File: src/hdl/bxh_pkg.sv
// shared types and constants for the block xor chain file hash
package bxh_pkg;

    localparam int BLOCK_BYTES = 16;
    localparam int FILL_W      = $clog2(BLOCK_BYTES) + 1;
    localparam int IDX_W       = $clog2(BLOCK_BYTES);
    localparam int PREFIX_LVLS = $clog2(BLOCK_BYTES);

    localparam logic [7:0] MIX_SEED = 8'hC9;

    // sixteen bytes, byte 0 in the low bits
    typedef logic [BLOCK_BYTES-1:0][7:0] byte_vec_t;

    // one input beat
    typedef struct packed {
        logic [7:0] data_byte;
        logic       chunk_start;
        logic       clear_hash;
    } in_item_t;

    // hash engine state carried between the state register and the fold logic
    typedef struct packed {
        byte_vec_t         hash_bytes;
        byte_vec_t         pending_block;
        logic [FILL_W-1:0] fill_count;
        logic [7:0]        mix_byte;
        logic [7:0]        block_counter;
    } hash_state_t;

endpackage

File: src/hdl/bxh_if.sv
// valid/ready channel interfaces for input bytes and hash results
interface bxh_in_if;
    logic       valid;
    logic       ready;
    logic [7:0] data_byte;
    logic       chunk_start;
    logic       clear_hash;

    modport source (output valid, output data_byte, output chunk_start,
                    output clear_hash, input ready);
    modport sink   (input valid, input data_byte, input chunk_start,
                    input clear_hash, output ready);
endinterface

interface bxh_out_if;
    logic        valid;
    logic        ready;
    logic [63:0] hash_low;
    logic [63:0] hash_high;

    modport source (output valid, output hash_low, output hash_high, input ready);
    modport sink   (input valid, input hash_low, input hash_high, output ready);
endinterface

File: src/hdl/block_xor_chain_file_hash.sv
// top level of the byte-serial xor chain hash with input and result registers
//
//  channel | dir | beat contents                              | accepted when
//  item    | in  | data_byte[7:0], chunk_start, clear_hash    | valid && ready
//  result  | out | hash_low[63:0] (bytes 0..7), hash_high[63:0] (bytes 8..15)
//          |     |                                            | valid && ready
//
// one byte per cycle sustained while results are taken; a beat passes the input
// register, then the fold logic into the result register, before its result is offered.
// rst_n clears the hash, fill count, block counter, mixing byte (0xC9)
// and both valid flags at once; the pending block is not reset. while the
// result is stalled the input register still takes one more beat, then item
// ready drops until the result is taken.
module block_xor_chain_file_hash
(
    input  logic       clk,
    input  logic       rst_n,
    bxh_in_if.sink     item,
    bxh_out_if.source  result
);

    logic                         stage_valid;
    bxh_pkg::in_item_t            stage_item;
    logic                         advance;
    bxh_pkg::hash_state_t         state_cur;
    bxh_pkg::hash_state_t         state_next;
    bxh_pkg::byte_vec_t           hash_reg;
    bxh_pkg::byte_vec_t           pending_reg;
    logic [bxh_pkg::FILL_W-1:0]   fill_reg;
    logic [7:0]                   mix_reg;
    logic [7:0]                   counter_reg;
    logic                         out_valid_reg;
    logic                         out_valid_next;
    bxh_pkg::byte_vec_t           out_hash_reg;

    // held beat moves into the result register when it is free or draining
    assign advance = stage_valid && (!out_valid_reg || result.ready);

    bxh_in_stage u_in_stage
    (
        .clk         (clk),
        .rst_n       (rst_n),
        .item        (item),
        .advance     (advance),
        .stage_valid (stage_valid),
        .stage_item  (stage_item)
    );

    // current engine state gathered for the fold logic
    always_comb
    begin
        state_cur.hash_bytes    = hash_reg;
        state_cur.pending_block = pending_reg;
        state_cur.fill_count    = fill_reg;
        state_cur.mix_byte      = mix_reg;
        state_cur.block_counter = counter_reg;
    end

    bxh_fold u_fold
    (
        .cur  (state_cur),
        .beat (stage_item),
        .nxt  (state_next)
    );

    // hash engine state
    always_ff @(posedge clk or negedge rst_n)
    begin
        if (!rst_n)
        begin
            hash_reg    <= '0;
            fill_reg    <= '0;
            mix_reg     <= bxh_pkg::MIX_SEED;
            counter_reg <= 8'd0;
        end
        else if (advance)
        begin
            hash_reg    <= state_next.hash_bytes;
            fill_reg    <= state_next.fill_count;
            mix_reg     <= state_next.mix_byte;
            counter_reg <= state_next.block_counter;
        end
    end

    // pending block has no reset value
    always_ff @(posedge clk)
    begin
        if (advance)
        begin
            pending_reg <= state_next.pending_block;
        end
    end

    // result register valid flag
    always_comb
    begin
        out_valid_next = out_valid_reg && !result.ready;
        if (advance)
        begin
            out_valid_next = 1'b1;
        end
    end

    always_ff @(posedge clk or negedge rst_n)
    begin
        if (!rst_n)
        begin
            out_valid_reg <= 1'b0;
        end
        else
        begin
            out_valid_reg <= out_valid_next;
        end
    end

    // result payload
    always_ff @(posedge clk)
    begin
        if (advance)
        begin
            out_hash_reg <= state_next.hash_bytes;
        end
    end

    assign result.valid     = out_valid_reg;
    assign result.hash_low  = out_hash_reg[7:0];
    assign result.hash_high = out_hash_reg[15:8];

endmodule

File: src/hdl/bxh_in_stage.sv
// input register stage that captures one beat and holds it until the core takes it
module bxh_in_stage
(
    input  logic              clk,
    input  logic              rst_n,
    bxh_in_if.sink            item,
    input  logic              advance,
    output logic              stage_valid,
    output bxh_pkg::in_item_t stage_item
);

    logic              valid_reg;
    logic              valid_next;
    bxh_pkg::in_item_t item_reg;

    // free slot, or the held beat leaves this cycle
    assign item.ready = !valid_reg || advance;

    // occupancy of the stage
    always_comb
    begin
        valid_next = valid_reg;
        if (item.valid && item.ready)
        begin
            valid_next = 1'b1;
        end
        else if (advance)
        begin
            valid_next = 1'b0;
        end
    end

    always_ff @(posedge clk or negedge rst_n)
    begin
        if (!rst_n)
        begin
            valid_reg <= 1'b0;
        end
        else
        begin
            valid_reg <= valid_next;
        end
    end

    // payload capture, no reset
    always_ff @(posedge clk)
    begin
        if (item.valid && item.ready)
        begin
            item_reg.data_byte   <= item.data_byte;
            item_reg.chunk_start <= item.chunk_start;
            item_reg.clear_hash  <= item.clear_hash;
        end
    end

    assign stage_valid = valid_reg;
    assign stage_item  = item_reg;

endmodule

File: src/hdl/bxh_fold.sv
// next-state logic: flag handling, block fold with prefix xor chain, byte store
module bxh_fold
(
    input  bxh_pkg::hash_state_t cur,
    input  bxh_pkg::in_item_t    beat,
    output bxh_pkg::hash_state_t nxt
);

    localparam int NB = bxh_pkg::BLOCK_BYTES;
    localparam int NL = bxh_pkg::PREFIX_LVLS;

    bxh_pkg::byte_vec_t                 hash_pre;
    logic [bxh_pkg::FILL_W-1:0]         fill_pre;
    logic [7:0]                         mix_pre;
    logic [7:0]                         cnt_pre;
    logic                               do_fold;
    bxh_pkg::byte_vec_t [NL:0]          lvl;
    bxh_pkg::byte_vec_t                 hash_fold;
    logic [7:0]                         rot_src;
    logic [bxh_pkg::FILL_W-1:0]         fill_base;

    // clear and chunk restart come before anything else
    always_comb
    begin
        hash_pre = beat.clear_hash ? '0 : cur.hash_bytes;
        fill_pre = beat.chunk_start ? '0 : cur.fill_count;
        mix_pre  = beat.chunk_start ? bxh_pkg::MIX_SEED : cur.mix_byte;
        cnt_pre  = beat.chunk_start ? 8'd0 : cur.block_counter;
        do_fold  = (fill_pre >= bxh_pkg::FILL_W'(NB));
    end

    // bytewise add, mixing byte into byte 0, then a log-depth prefix xor
    always_comb
    begin
        for (int i = 0; i < NB; i++)
        begin
            lvl[0][i] = hash_pre[i] + cur.pending_block[i];
        end
        lvl[0][0] = lvl[0][0] ^ mix_pre;
        for (int l = 0; l < NL; l++)
        begin
            for (int i = 0; i < NB; i++)
            begin
                if (i >= (1 << l))
                begin
                    lvl[l+1][i] = lvl[l][i] ^ lvl[l][i - (1 << l)];
                end
                else
                begin
                    lvl[l+1][i] = lvl[l][i];
                end
            end
        end
        hash_fold = lvl[NL];
        rot_src   = cnt_pre + hash_fold[NB-1];
    end

    // pick folded or plain state, then store the incoming byte
    always_comb
    begin
        nxt.pending_block = cur.pending_block;
        if (do_fold)
        begin
            nxt.hash_bytes    = hash_fold;
            nxt.mix_byte      = {rot_src[6:0], rot_src[7]};
            nxt.block_counter = cnt_pre + 8'd1;
            fill_base         = '0;
        end
        else
        begin
            nxt.hash_bytes    = hash_pre;
            nxt.mix_byte      = mix_pre;
            nxt.block_counter = cnt_pre;
            fill_base         = fill_pre;
        end
        nxt.pending_block[fill_base[bxh_pkg::IDX_W-1:0]] = beat.data_byte;
        nxt.fill_count = fill_base + bxh_pkg::FILL_W'(1);
    end

endmodule

File: src/flat_wrapper.sv
// flat-port wrapper written by rule: the top's interface ports become plain ports
module block_xor_chain_file_hash_flat 
  (clk, rst_n, item_valid, item_data_byte, item_chunk_start, item_clear_hash, item_ready, result_valid, result_hash_low, result_hash_high, result_ready);
  bxh_in_if item_i ();
  bxh_out_if result_i ();
  input  logic clk;
  input  logic rst_n;
  input wire logic [$bits(item_i.valid)-1:0] item_valid;
  input wire logic [$bits(item_i.data_byte)-1:0] item_data_byte;
  input wire logic [$bits(item_i.chunk_start)-1:0] item_chunk_start;
  input wire logic [$bits(item_i.clear_hash)-1:0] item_clear_hash;
  output wire logic [$bits(item_i.ready)-1:0] item_ready;
  output wire logic [$bits(result_i.valid)-1:0] result_valid;
  output wire logic [$bits(result_i.hash_low)-1:0] result_hash_low;
  output wire logic [$bits(result_i.hash_high)-1:0] result_hash_high;
  input wire logic [$bits(result_i.ready)-1:0] result_ready;
  assign item_i.valid = item_valid;
  assign item_i.data_byte = item_data_byte;
  assign item_i.chunk_start = item_chunk_start;
  assign item_i.clear_hash = item_clear_hash;
  assign item_ready = item_i.ready;
  assign result_valid = result_i.valid;
  assign result_hash_low = result_i.hash_low;
  assign result_hash_high = result_i.hash_high;
  assign result_i.ready = result_ready;
  block_xor_chain_file_hash u_core (.clk(clk), .rst_n(rst_n), .item(item_i), .result(result_i));
endmodule
File: config.mk
export PLATFORM = sky130hd
export DESIGN_NAME = block_xor_chain_file_hash_flat
export DESIGN_NICKNAME = d
export VERILOG_FILES = /design/src/hdl/bxh_pkg.sv /design/src/hdl/bxh_if.sv /design/src/hdl/block_xor_chain_file_hash.sv /design/src/hdl/bxh_in_stage.sv /design/src/hdl/bxh_fold.sv /design/src/flat_wrapper.sv
export SDC_FILE = /design/constraint.sdc
export NUM_CORES = 1
export LEC_CHECK = 0
export ABC_AREA = 1
export BUFFER_PORTS_ARGS = -buffer_cell sky130_fd_sc_hd__buf_2
export CORE_MARGIN = 8
export CORE_UTILIZATION = 29
export CTS_CLUSTER_DIAMETER = 30
export DETAILED_ROUTE_END_ITERATION = 10
export PLACE_DENSITY_LB_ADDON = 0.2
export SLEW_MARGIN = 20
export SYNTH_ARGS = -nofsm -noshare
export SYNTH_HDL_FRONTEND = slang
export SYNTH_SLANG_ARGS = --single-unit
File: constraint.sdc
create_clock -name clk -period 7.25 [get_ports clk]
set_clock_uncertainty 0.15 [all_clocks]
set_input_delay 0.725 -clock clk [delete_from_list [all_inputs] [get_ports clk]]
set_output_delay 0.725 -clock clk [all_outputs]
set_load 0.05 [all_outputs]
==> impl_results.md <==
* CTS tree: done
* Netlist cell types at 46
* Async SR Flop Fraction at 36.2%
* Commonest non-fill, non-tap cell in the layout: nand2_1
* Final TNS setup at 0 ns
* Crit path DAT at between 5 and 6 ns
* Post-Synth XOR/XNOR Area at 11.6%
* PwrDens at roughly 290 mW/mm^2
* Gpl congestion at a little over 0.9
* Adder-Cell Fraction of Synth Area at 6.94%
* Internal power at around 7.1 mW
* Clk network pwr share at around three fifths
* Net switching power at between 2 and 3 mW
* Final worst setup slack at between 1.5 and 2 ns
* Routed wl met2 at roughly 44,000 um
* CTS clk-pin slew, worst paths at approximately 0.040 ns
* Achievable frequency at about 190 MHz
* Worst rel slew slack at approximately a quarter
* Remaining antenna violation count after routing at 0
* DRT Wirelength at a little under 100,000 um
* Average wire per standard cell at a little under 20 um
* Leakage dissipation at between 15 and 20 nW
* Post-synth top flop: edfxtp_1
* Number of diodes at 0
* Switching Fraction at a little over a quarter
* Layout cells sized above 1 at 12.0%
* # clock sinks at 417
* Required @ worst endpoint at slightly below 8 ns
* Crit. End Element: flip-flop
* # Post-CTS Setup Buffers at 0
* GR Util All Layers at 18.8%
* Chip width at between 300 and 400 um
* Min Tclk post-route at roughly 5.3 ns
* Pins Over Slew Limit at 0
* Largest stage delay, worst path at approximately 0.63 ns
* Clock H-tree levels at 4
* Clock latency on the worst-skew pair at 0.70 ns
* Initial antenna violation count at 3
* Finish-stage setup viols at 0
* Fin util at ~37%
* Vias per cell at between 4 and 5
* Gate power share at about an eighth
* MaxCap Viol Count at 0
* Final period util at between 70% and 80%
* Hold slack at 0.0633 ns
* Placed Area at 0.0295 mm^2
* Critical path peak fanout at roughly 140
* Sequential share of power at around 28%
* Initial DRC count at approximately 1,800
* Die Area at ~0.10 mm^2
* Met3 Wirelength at 6620 um
* Max clock buf depth at 3
* IO Count at about 140
* Resize count post-CTS at 0
* Hold buffer count at cts at 1
* Register bit count reported by yosys at 417
* Placeable Area at approximately 0.093 mm^2
* Path depth of the worst reg2reg path at 27
* Hpwl dp at 74,700 um
* Finished Layout Cells at 5,007
* DRT Pass-1 Iters at 5
* Synth Instances at 3,418
* Synth top area share at ~29%
* Most frequent cells in the layout: 1,315 x nand2_1, 336 x inv_1, 266 x edfxtp_1, 199 x nand3_1, 189 x xnor2_1
* Crit Reg-Reg Startpoint: u_core.u_in_stage.stage_item[0]
* Starting Density at 29.3%
* Wl on met1 at about 44,000 um
* Peak supply drop at about 190 uV
* Root Buffer: clkbuf_16
* Placed insts at around 4,800
* Crit-path slowest cell: xnor2_1
* WP depth at 27
* Top routing layer in use: met5
* Synth top area cells: edfxtp_1 29%, nand2_1 18%, dfrtp_1 13%
* Hold wc startpoint: item_chunk_start
* CP Class: reg -> reg
* Simple-gate share of the synthesized area at between 20% and 30%
* Critical path launch point type: flip-flop
* Worst Tran Pin Value at approximately 1.1 ns
* R2R Setup Slk at 1.98 ns
* RSZ-0062 raised after global routing: false
* Largest net degree at the start of global routing at between 150 and 200
* FF-to-FF End: u_core.mix_reg[0]
* Remaining DRCs at 0
* Largest family of logic cells by synthesized area: simple AND/OR/NAND/NOR gates
* First-pass GRT wire length at ~150,000 um
* Mapped Area at 0.0273 mm^2
* Compound-cell area share of the yosys netlist at 5.82%
* Yosys warning count at 0
* Critical Path End: u_core.mix_reg[0]
* Port Buffers at 143
* Area growth, synth to finish at 25.0%
* Crit-path most repeated cell: nand2_1
* Final net count at 3,798
* GRT overflow at 0
* Synth area leader: edfxtp_1
* Die height at around 320 um
* Design area at roughly 0.034 mm^2
* Post-synth EDFFs at 266
* Avg Cell Area, Syn at 7.98 um^2
* Sequential share of the synthesized area at between 40% and 50%
* CP top delay family: simple AND/OR/NAND/NOR gates
* Syn_nets at 3,573
* Hold Vio Cnt, Final at 0
* Row count at approximately 110
* Vias post-DR at around 23,000
* HP Class: in -> reg
* Critical path launch point: u_core.u_in_stage.stage_item[0]
* CTS buffer count at roughly 130
* Pre-CTS worst setup slack at around 2.0 ns
* Pwr Total at between 9 and 10 mW
* CP Buf/Inv Count at 2
* Run status: finished, final reports clean
* Mux cell area share after synthesis at 0.0413%
* Vias in the first global route at approximately 23,000
==> worst min-delay path by stage <==
stage,end,slack (ns),cells after the start
finish,u_core.u_in_stage.stage_item[1],0.06,1
global route,u_core.u_in_stage.stage_item[6],0.03,1
CTS,u_core.u_in_stage.stage_item[1],0.009,1
detailed placement,u_core.fill_reg[1],0.31,2
global placement,u_core.hash_reg[124],0.31,2
floorplan,u_core.counter_reg[0],0.28,0
==> cell usage after synthesis, types with 10 or more instances <==
cell type / number
a21oi_1: 80
and2_1: 19
buf_1: 15
clkbuf_1: 55
dfrtp_1: 147
edfxtp_1: 266
fa_1: 17
ha_1: 124
inv_1: 336
nand2_1: 1316
nand3_1: 199
nand4_1: 50
nor2_1: 185
o21ai_0: 181
o21ai_1: 13
or2_2: 14
xnor2_1: 189
xnor2_2: 13
xor2_1: 128
xor2_2: 10
==> routing by layer <==
layer  vias up  GRT usage, %
met5         -             0
met4         2          7.81
met3       164          3.68
met2       708          29.4
met1     11000          25.2
li1      11500             -
==> power groups by stage <==
stage	Sequential [mW]	Clock [mW]	Combinational, mW
after detailed placement	2.75	0	1.24
after CTS	2.72	5.98	1.25
final	2.71	5.87	1.24
after global routing	2.72	6.11	1.32
after global placement	2.75	0	1.24
after floorplan	2.98	0	0.556
==> cells by family (layout without fill, tap and decap cells) <==
family	Yosys count	count (layout)
XOR/XNOR	340	340
AO/OA/AOI/OAI	302	302
multiplexers	1	1
flip-flops	417	417
buffers and inverters	418	753
adder cells (fa/ha/maj)	141	141
AND/OR/NAND/NOR	1799	1799
==> worst register-to-register path: cells and delay by family (launching register included) <==
kind	cells	cell delay, ns
AO/OA/AOI/OAI	2	0.31
XOR/XNOR	2	0.87
adder cells (fa/ha/maj)	3	1.05
buffers and inverters	2	0.53
flip-flops	1	0.37
AND/OR/NAND/NOR	18	1.92
==> layout make-up <==
type                            instances  area (um^2)
Multi-Input combinational cell       2583        13900
Fill cell                            9512        59100
Clock buffer                          175         3740
Tap cell                             1254         1570
Timing Repair Buffer                  168          937
Sequential cell                       417        11800
Inverter                              340         1290
Clock inverter                         70          858
Power figures use the tool's default switching activity.
